--- src/pcl_pkg.sv ---
package pcl_pkg;

    localparam int CAPACITY = 64;
    localparam int IDX_W    = (CAPACITY > 1) ? $clog2(CAPACITY) : 1;
    localparam int LEN_W    = $clog2(CAPACITY + 1);

    localparam int REQ_W    = 2;
    localparam int POS_W    = 7;
    localparam int CHAR_W   = 8;
    localparam int STAT_W   = 2;
    localparam int COUNT_W  = 7;

    // common width for position versus length arithmetic
    localparam int CMP_W    = (LEN_W > POS_W) ? LEN_W : POS_W;

    localparam logic [REQ_W-1:0] REQ_INSERT   = 2'd0;
    localparam logic [REQ_W-1:0] REQ_REMOVE   = 2'd1;
    localparam logic [REQ_W-1:0] REQ_POP_LAST = 2'd2;
    localparam logic [REQ_W-1:0] REQ_REVERSE  = 2'd3;

    localparam logic [STAT_W-1:0] STAT_OK    = 2'd0;
    localparam logic [STAT_W-1:0] STAT_FULL  = 2'd1;
    localparam logic [STAT_W-1:0] STAT_EMPTY = 2'd2;
    localparam logic [STAT_W-1:0] STAT_NOPOS = 2'd3;

    typedef logic [1:0] cell_op_t;
    localparam cell_op_t OP_HOLD = 2'd0;
    localparam cell_op_t OP_INS  = 2'd1;
    localparam cell_op_t OP_DEL  = 2'd2;

    // command broadcast to every cell of the row
    typedef struct packed {
        cell_op_t            op;
        logic [IDX_W-1:0]    sel;
        logic [CHAR_W-1:0]   din;
    } cell_cmd_t;

endpackage

--- src/positional_char_list.sv ---
// Bounded ordered byte list held in a row of CAPACITY cells, one byte per cell. Each request
// is registered when taken and executed in the next cycle; no new request is accepted while
// one executes, and a stalled result holds off the next request. Insert and remove shift
// the affected cells by one place toward their neighbor. Reverse only flips an orientation
// bit that remaps positions onto cells. Every request returns one result transfer with the
// removed byte, a status and the new length. No clearing pass follows reset; the list is
// empty and ready right away.
module positional_char_list
    import pcl_pkg::*;
(
    input  logic        aclk,
    input  logic        aresetn,
    input  logic        s_tvalid,
    output logic        s_tready,
    input  logic [15:0] s_tdata,   // position[6:0], char_in[14:7], zero pad
    input  logic [1:0]  s_tuser,   // req_type[1:0]
    output logic        m_tvalid,
    input  logic        m_tready,
    output logic [15:0] m_tdata,   // char_out[7:0], count[14:8], zero pad
    output logic [1:0]  m_tuser    // status[1:0]
);

    localparam logic S_IDLE = 1'b0;
    localparam logic S_EXEC = 1'b1;

    logic               state_reg, state_next;
    logic [REQ_W-1:0]   req_reg;
    logic [POS_W-1:0]   pos_reg;
    logic [CHAR_W-1:0]  char_reg;
    logic [LEN_W-1:0]   len_reg, len_next;
    logic               rev_reg, rev_next;

    logic               m_valid_reg;
    logic [CHAR_W-1:0]  out_char_reg;
    logic [STAT_W-1:0]  out_stat_reg;
    logic [COUNT_W-1:0] out_count_reg;

    logic               s_xfer;
    logic               m_xfer;

    cell_cmd_t          cmd;
    logic [STAT_W-1:0]  status;
    logic [CHAR_W-1:0]  removed;
    logic [CHAR_W-1:0]  char_out;

    logic [CMP_W-1:0]   posx;
    logic [CMP_W-1:0]   lenx;
    logic [CMP_W-1:0]   at;
    logic [CMP_W-1:0]   phys;

    logic [CHAR_W-1:0]  cell_data [CAPACITY];
    logic [CHAR_W-1:0]  cell_tap  [CAPACITY];

    assign s_xfer   = s_tvalid && s_tready;
    assign m_xfer   = m_valid_reg && m_tready;
    assign s_tready = (state_reg == S_IDLE) && (!m_valid_reg || m_tready);

    assign posx = CMP_W'(pos_reg);
    assign lenx = CMP_W'(len_reg);

    // decode the held request against the current length and orientation
    always_comb begin
        cmd.op   = OP_HOLD;
        cmd.din  = char_reg;
        phys     = '0;
        at       = '0;
        status   = STAT_OK;
        len_next = len_reg;
        rev_next = rev_reg;
        if (state_reg == S_EXEC) begin
            case (req_reg)
                REQ_INSERT: begin
                    at = (posx <= CMP_W'(1)) ? '0 : posx - CMP_W'(1);
                    if (at > lenx) begin
                        at = lenx;
                    end
                    if (lenx >= CMP_W'(CAPACITY)) begin
                        status = STAT_FULL;
                    end else begin
                        cmd.op   = OP_INS;
                        phys     = rev_reg ? (lenx - at) : at;
                        len_next = len_reg + LEN_W'(1);
                    end
                end
                REQ_REMOVE: begin
                    if (len_reg == '0) begin
                        status = STAT_EMPTY;
                    end else if (posx == '0 || posx > lenx) begin
                        status = STAT_NOPOS;
                    end else begin
                        cmd.op   = OP_DEL;
                        phys     = rev_reg ? (lenx - posx) : (posx - CMP_W'(1));
                        len_next = len_reg - LEN_W'(1);
                    end
                end
                REQ_POP_LAST: begin
                    if (len_reg == '0) begin
                        status = STAT_EMPTY;
                    end else begin
                        cmd.op   = OP_DEL;
                        phys     = rev_reg ? '0 : (lenx - CMP_W'(1));
                        len_next = len_reg - LEN_W'(1);
                    end
                end
                REQ_REVERSE: begin
                    rev_next = ~rev_reg;
                end
                default: begin
                    status = STAT_OK;
                end
            endcase
        end
        cmd.sel = phys[IDX_W-1:0];
    end

    genvar gi;
    generate
        for (gi = 0; gi < CAPACITY; gi++) begin : g_cell
            logic [CHAR_W-1:0] left_d;
            logic [CHAR_W-1:0] right_d;
            if (gi == 0) begin : g_first
                assign left_d = '0;
            end else begin : g_mid_l
                assign left_d = cell_data[gi-1];
            end
            if (gi == CAPACITY - 1) begin : g_last
                assign right_d = '0;
            end else begin : g_mid_r
                assign right_d = cell_data[gi+1];
            end
            pcl_cell u_cell (
                .aclk       (aclk),
                .cmd        (cmd),
                .cell_idx   (IDX_W'(gi)),
                .left_data  (left_d),
                .right_data (right_d),
                .data       (cell_data[gi]),
                .tap        (cell_tap[gi])
            );
        end
    endgenerate

    always_comb begin
        removed = '0;
        for (int i = 0; i < CAPACITY; i++) begin
            removed = removed | cell_tap[i];
        end
    end

    assign char_out   = (cmd.op == OP_DEL) ? removed : '0;
    assign state_next = s_xfer ? S_EXEC : S_IDLE;

    always_ff @(posedge aclk) begin
        if (!aresetn) begin
            state_reg   <= S_IDLE;
            len_reg     <= '0;
            rev_reg     <= 1'b0;
            m_valid_reg <= 1'b0;
        end else begin
            state_reg <= state_next;
            len_reg   <= len_next;
            rev_reg   <= rev_next;
            if (state_reg == S_EXEC) begin
                m_valid_reg <= 1'b1;
            end else if (m_xfer) begin
                m_valid_reg <= 1'b0;
            end
        end
    end

    always_ff @(posedge aclk) begin
        if (s_xfer) begin
            req_reg  <= s_tuser;
            pos_reg  <= s_tdata[6:0];
            char_reg <= s_tdata[14:7];
        end
        if (state_reg == S_EXEC) begin
            out_char_reg  <= char_out;
            out_stat_reg  <= status;
            out_count_reg <= COUNT_W'(len_next);
        end
    end

    assign m_tvalid = m_valid_reg;
    assign m_tdata  = {1'b0, out_count_reg, out_char_reg};
    assign m_tuser  = out_stat_reg;

    a_len_bound: assert property (@(posedge aclk) disable iff (!aresetn)
        lenx <= CMP_W'(CAPACITY))
        else $error("length exceeds capacity");

    a_accept_exec: assert property (@(posedge aclk) disable iff (!aresetn)
        s_xfer |=> (state_reg == S_EXEC))
        else $error("accepted request not executed");

    a_exec_result: assert property (@(posedge aclk) disable iff (!aresetn)
        (state_reg == S_EXEC) |=> m_valid_reg)
        else $error("executed request produced no result");

    a_full_count: assert property (@(posedge aclk) disable iff (!aresetn)
        (m_valid_reg && out_stat_reg == STAT_FULL) |-> (out_count_reg == COUNT_W'(CAPACITY)))
        else $error("full status with list not full");

    a_empty_count: assert property (@(posedge aclk) disable iff (!aresetn)
        (m_valid_reg && out_stat_reg == STAT_EMPTY) |-> (out_count_reg == '0))
        else $error("empty status with nonzero length");

endmodule

--- src/pcl_cell.sv ---
module pcl_cell
    import pcl_pkg::*;
(
    input  logic              aclk,
    input  cell_cmd_t         cmd,
    input  logic [IDX_W-1:0]  cell_idx,
    input  logic [CHAR_W-1:0] left_data,
    input  logic [CHAR_W-1:0] right_data,
    output logic [CHAR_W-1:0] data,
    output logic [CHAR_W-1:0] tap
);

    logic [CHAR_W-1:0] data_reg;
    logic [CHAR_W-1:0] data_next;
    logic              hit;
    logic              above;

    assign hit   = (cell_idx == cmd.sel);
    assign above = (cell_idx > cmd.sel);

    always_comb begin
        data_next = data_reg;
        case (cmd.op)
            OP_INS: begin
                if (hit) begin
                    data_next = cmd.din;
                end else if (above) begin
                    data_next = left_data;
                end
            end
            OP_DEL: begin
                if (hit || above) begin
                    data_next = right_data;
                end
            end
            default: begin
                data_next = data_reg;
            end
        endcase
    end

    always_ff @(posedge aclk) begin
        data_reg <= data_next;
    end

    assign data = data_reg;
    // selected cell drives its byte onto the or-tree
    assign tap  = hit ? data_reg : '0;

endmodule
--- config.mk ---
export PLATFORM = sky130hd
export DESIGN_NAME = positional_char_list
export DESIGN_NICKNAME = d
export VERILOG_FILES = /design/src/pcl_pkg.sv /design/src/positional_char_list.sv /design/src/pcl_cell.sv
export SDC_FILE = /design/constraint.sdc
export NUM_CORES = 2
export LEC_CHECK = 0
export ABC_AREA = 1
export BUFFER_PORTS_ARGS = -buffer_cell sky130_fd_sc_hd__clkbuf_2
export CAP_MARGIN = 25
export CORE_MARGIN = 2
export CORE_UTILIZATION = 25
export CTS_CLUSTER_DIAMETER = 40
export CTS_CLUSTER_SIZE = 8
export DETAILED_ROUTE_END_ITERATION = 16
export GPL_ROUTABILITY_DRIVEN = 1
export PLACE_DENSITY = 0.48
export SYNTH_ARGS = -nofsm -noshare
export SYNTH_HDL_FRONTEND = slang
export SYNTH_HIERARCHICAL = 1
export SYNTH_SLANG_ARGS = --single-unit
--- constraint.sdc ---
create_clock -name aclk -period 14.8 [get_ports aclk]
set_input_delay 2.96 -clock aclk [delete_from_list [all_inputs] [get_ports aclk]]
set_output_delay 2.96 -clock aclk [all_outputs]
set_load 0.02 [all_outputs]
=== Word-level counts from Yosys, hierarchy flattened ===
Index checks and enable logic that the tools add are counted.

* Mux-type cells: 353
* Reductions and logical operators: 141
* Bitwise logic cells: 65
* Add/sub/neg operators: 5
* Eq/ne operators: 196
* Order comparisons: 68

{| class="wikitable"
|+ Operators with widths
! kind !! count
|-
| 8-bit two-way mux || 256
|-
| 8-bit case mux with 2 select lines || 64
|-
| 8-bit bitwise OR || 63
|-
| 6-bit equality test (first input constant) || 32
|-
| 6-bit greater-than comparator (first input constant) || 32
|-
| 3-bit by 1-bit != test with 1-bit output (second input constant) || 64
|-
| 3-bit AND reduction || 64
|-
| 2-bit by 1-bit != test with 1-bit output (second input constant) || 64
|-
| 5-bit by 6-bit equality test with 1-bit output (first input constant) || 16
|-
| 5-bit by 6-bit greater-than comparator with 1-bit output (first input constant) || 16
|-
| 1-bit logical OR || 66
|-
| 6-bit two-way mux || 11
|-
| 4-bit by 6-bit equality test with 1-bit output (first input constant) || 8
|-
| 4-bit by 6-bit greater-than comparator with 1-bit output (first input constant) || 8
|-
| 7-bit two-way mux || 6
|-
| 3-bit by 6-bit equality test with 1-bit output (first input constant) || 4
|-
| 3-bit by 6-bit greater-than comparator with 1-bit output (first input constant) || 4
|-
| 7-bit case mux with 3 select lines || 1
|-
| 6-bit case mux with 3 select lines || 1
|-
| 7-bit greater-than comparator || 2
|-
| 7-bit logical NOT || 2
|-
| 2-bit two-way mux || 7
|-
| 7-bit by 1-bit subtractor with 7-bit output (second input constant) || 2
|-
| 2-bit by 6-bit equality test with 1-bit output (first input constant) || 2
|-
| other kinds (18) || 33
|}

* Register bits after elaboration: 556
* Input bits: 22
* Word-level logic and storage cells: 902
* Output and inout port bits: 20

=== Depth between registers and ports, before layout ===
* Word-level depth: 76
* Gate-level depth with buffers: 38
* Depth with buffers taken out: 37

=== Modules after synthesis ===
Netlist, hierarchy kept.

{| class="wikitable"
|+ By module, submodules not included
! module !! instances !! area each (sq um) !! cells each
|-
| pcl_cell (g_cell[0].u_cell ...) || 45 || 760.7 || 110
|-
| pcl_cell (g_cell[51].u_cell ...) || 18 || 798.3 || 113
|-
| positional_char_list || 1 || 4352.9 || 608
|-
| pcl_cell (g_cell[29].u_cell) || 1 || 765.7 || 110
|}

=== Worst setup path before layout ===
Ideal clock, no wire load.

* Path kind: register -> register
* From: register state_reg
* To: register g_cell[0].u_cell.data_reg[0], enable pin
* Setup slack: 5.750 ns
* Arrival time: 8.778 ns
* Path buffers: 0
* Library setup time: 0.272 ns
* Required time: 14.528 ns
* Stages on the path, launching flop included: 8
* Cell sequence: dfxtp_1 > inv_1 > nor2_1 > nor2_2 > inv_2 > nand2_1 > nand2_1 > inv_1

{| class="wikitable"
|+ RTL lines
! what !! line !! RTL
|-
| start, declared || positional_char_list.sv:26 || <nowiki>logic state_reg, state_next;</nowiki>
|-
| start signal, assigned || positional_char_list.sv:160 || <nowiki>state_reg <= state_next;</nowiki>
|-
| end signal, assigned || pcl_cell.sv:43 || <nowiki>data_reg <= data_next;</nowiki>
|-
| end, declared || pcl_cell.sv:13 || <nowiki>logic [CHAR_W-1:0] data_reg;</nowiki>
|}

==> metrics.txt <==
clock latency reported for the late side of the worst-skew pair=0.75 ns; CTS tree=done; Clock power frac=0.524; TritonRoute pass-1 iters=6; total routing usage reported by global routing=0.152; drc violations=0; total CTS buffers=about 140; CP arrival=between 8 and 9 ns; antenna violations before repair=8; cell internal pwr=4.20 mW; Yosys cell types=38; post-synth top area share=0.305; synthesized cell area=roughly 0.054 mm2; number of slew-limit violations in the final report=0; reported net switching power=1.72 mW; number of placement rows=170; chip height=approximately 470 um; post-cts sizing count=0; buffers inserted during post-CTS setup optimization=0; largest clock skew in the final design=~0.031 ns; largest net degree at the start of global routing=roughly 100; crit-path max FO=40; number of synthesized register bits=approximately 560; maximum VDD drop=0.0916 mV; Synth Warn #=6; final routed wire length divided by cell count=~15 um; clock net sink count=approximately 560; Top cell by count, worst path=sky130_fd_sc_hd__nor2_1; shortest period the worst path allows=a little under 8 ns; I/O Pins=42; number of global-route vias before repair=between 40000 and 50000; FF/Latch Area=between 0.015 and 0.02 mm2; Period Utilization, post-route=0.529; Max-cap violations=0; die area=around 0.22 mm2; max FFs per register=512; worst rel slew slack=0.256; violation count after the first detailed-route iteration=3492; Max clock buf depth=3; placed cell count=about 11000; Core Box Area=0.214 mm2; Via density=approximately 4.3; power density over cell area=a little over 90 mW/mm2; chip width=about 470 um; startpoint kind of the worst setup timing path=flop; DR vias=about 48000; Slew @ Worst Pin=about 1.1 ns; worst reg-to-reg path cell count=37; dominant register cell in the synthesized netlist=sky130_fd_sc_hd__edfxtp_1; data required time of the worst path=15.28 ns; final count of negative-setup-slack endpoints=0; Post-Synthesis Cells=7702; synth-to-layout area growth=17.9%; leading area contributor after synthesis=sky130_fd_sc_hd__edfxtp_1; root buffer cell=sky130_fd_sc_hd__clkbuf_16; grt total ovfl=0; quantity of hold-fixing buffers added after cts=0; fill count=roughly 23000; Detailed Route WL=about 170 mm; register area share after synthesis=0.309; critical path capture point type=flop; Post-Layout Cell Count=11200; top-count cell post-synth=sky130_fd_sc_hd__nand2_1; most area-consuming cells after synthesis=sky130_fd_sc_hd__edfxtp_1, sky130_fd_sc_hd__nand2_1, sky130_fd_sc_hd__inv_1; Crit Path Class=reg2reg; worst hold path depth=2; IO Port Bufs=39; most frequent cells after synthesis=sky130_fd_sc_hd__nand2_1, sky130_fd_sc_hd__inv_1, sky130_fd_sc_hd__nand3_1; total negative slack=0 ns; flop-to-flop setup slack=between 6 and 7 ns; global placement routability congestion=between 0.8 and 0.9; layout cell share with drive strength beyond 1=0.120; number of H-tree levels=4; register share of total power=0.315; Detail Placement HPWL=121 mm; slowest cell on the critical path=sky130_fd_sc_hd__buf_4; Clock Pin Slew Worst Setup and Hold Paths=roughly 0.050 ns; Worst Hold Class=reg2reg; footprint of the multi-input gates=0.0304 mm2; combinational fraction of design power=0.161; Fin. Hold Viols=0; static power due to leakage=roughly 34 nW; DRT antenna net count=0; count of flip-flops with a built-in enable after synthesis=around 550; highest attainable clock frequency=128 MHz; initial core utilization=0.251; status=completed; Max stage delay on crit path=slightly below 0.7 ns; Mean Syn Cell Area=approximately 7.0 um2; switch share=0.291; global-route wire length before repair=262 mm; setup repair after global routing missed its margin=no; Post-synth ARST share=0; final net count=8684
## metrics by stage
step / worst slack, ns / instance area [um2] / hold slack, ns / utilization / total power [mW]
2_1_floorplan: 5.75 / 55200 / 0.520 / - / 2.59
3_3_place_gp: 7.03 / 58600 / 0.525 / 0.274 / 2.82
4_1_cts: 6.96 / 63300 / 0.552 / 0.296 / 5.98
6_report: 6.97 / 63300 / 0.552 / 0.296 / 5.92
3_5_place_dp: 6.99 / 58600 / 0.547 / 0.274 / 2.84
5_1_grt: 6.29 / 63300 / 0.597 / 0.296 / 6.20
## kinds of logic (layout without fill, tap and decap cells)
| group | count (synthesis) | count (layout) | share of synthesized area |
|---|---|---|---|
| AO/OA/AOI/OAI | 188 | 188 | 0.0209 |
| XOR/XNOR | 13 | 13 | 0.00212 |
| adder cells (fa/ha/maj) | 416 | 416 | 0.0972 |
| buffers and inverters | 2069 | 2326 | 0.154 |
| flip-flops | 556 | 556 | 0.309 |
| other | 2 | 407 | 0.000140 |
| AND/OR/NAND/NOR | 4458 | 4458 | 0.417 |
## metal layers
metal | share of wire | wire [um] | track usage | vias up
li1 | - | - | - | 24600
met5 | 0 | 0 | 0 | -
met4 | 0.023 | 3920 | 0.0432 | 0
met3 | 0.047 | 7920 | 0.0212 | 208
met2 | 0.47 | 79200 | 0.260 | 982
met1 | 0.46 | 76500 | 0.199 | 22100
## worst max-delay path: cells and delay by family, from the launching register on
family,cells,cell delay (ns)
simple gates,22,3.58
buf+inv,7,1.76
flops,1,0.41
compound gates,3,0.30
fa+ha+maj,5,1.48
## power groups by stage
stage	logic, mW	clock network (mW)	registers, mW
2_1_floorplan	0.717	0	1.87
6_report	0.952	3.10	1.87
4_1_cts	0.953	3.16	1.87
3_5_place_dp	0.949	0	1.89
3_3_place_gp	0.930	0	1.89
5_1_grt	1.09	3.24	1.87
## cells in the final DEF (no fill, tap or decap), types with 24 or more instances in the layout
cell	n
sky130_fd_sc_hd__nand2_2	115
sky130_fd_sc_hd__o21bai_1	66
sky130_fd_sc_hd__nand2_1	2219
sky130_fd_sc_hd__nand4_1	39
sky130_fd_sc_hd__conb_1	401
sky130_fd_sc_hd__ha_1	414
sky130_fd_sc_hd__clkinv_2	24
sky130_fd_sc_hd__nor2_2	50
sky130_fd_sc_hd__nor4_1	128
sky130_fd_sc_hd__buf_4	32
sky130_fd_sc_hd__a21oi_1	89
sky130_fd_sc_hd__clkbuf_16	143
sky130_fd_sc_hd__nor2_1	567
sky130_fd_sc_hd__clkinv_1	26
sky130_fd_sc_hd__nand3_1	628
sky130_fd_sc_hd__inv_1	1641
sky130_fd_sc_hd__inv_2	337
sky130_fd_sc_hd__nand2_4	84
sky130_fd_sc_hd__nand3b_1	512
sky130_fd_sc_hd__clkbuf_2	39
sky130_fd_sc_hd__clkinv_4	24
sky130_fd_sc_hd__nor2_8	64
sky130_fd_sc_hd__edfxtp_1	546
## worst paths after layout
kind,from,end
min reg2reg,g_cell[63].u_cell/data[2],g_cell[62].u_cell/data[2]
max reg2reg,pos_reg[1],out_char_reg[0]
max,pos_reg[1],out_char_reg[0]
min,g_cell[63].u_cell/data[2],g_cell[62].u_cell/data[2]
## area by class of cell
type                    instances  share of cell area
multi-input cells            5476               0.480
flip-flops and latches        556               0.262
inverters                    1998               0.120
clock buffers                 165              0.0586
well taps                    2838              0.0561
clock inverters                90              0.0160
repair buffers                 73             0.00727
diodes                          6            0.000237
(Power assumes the default switching activity.)
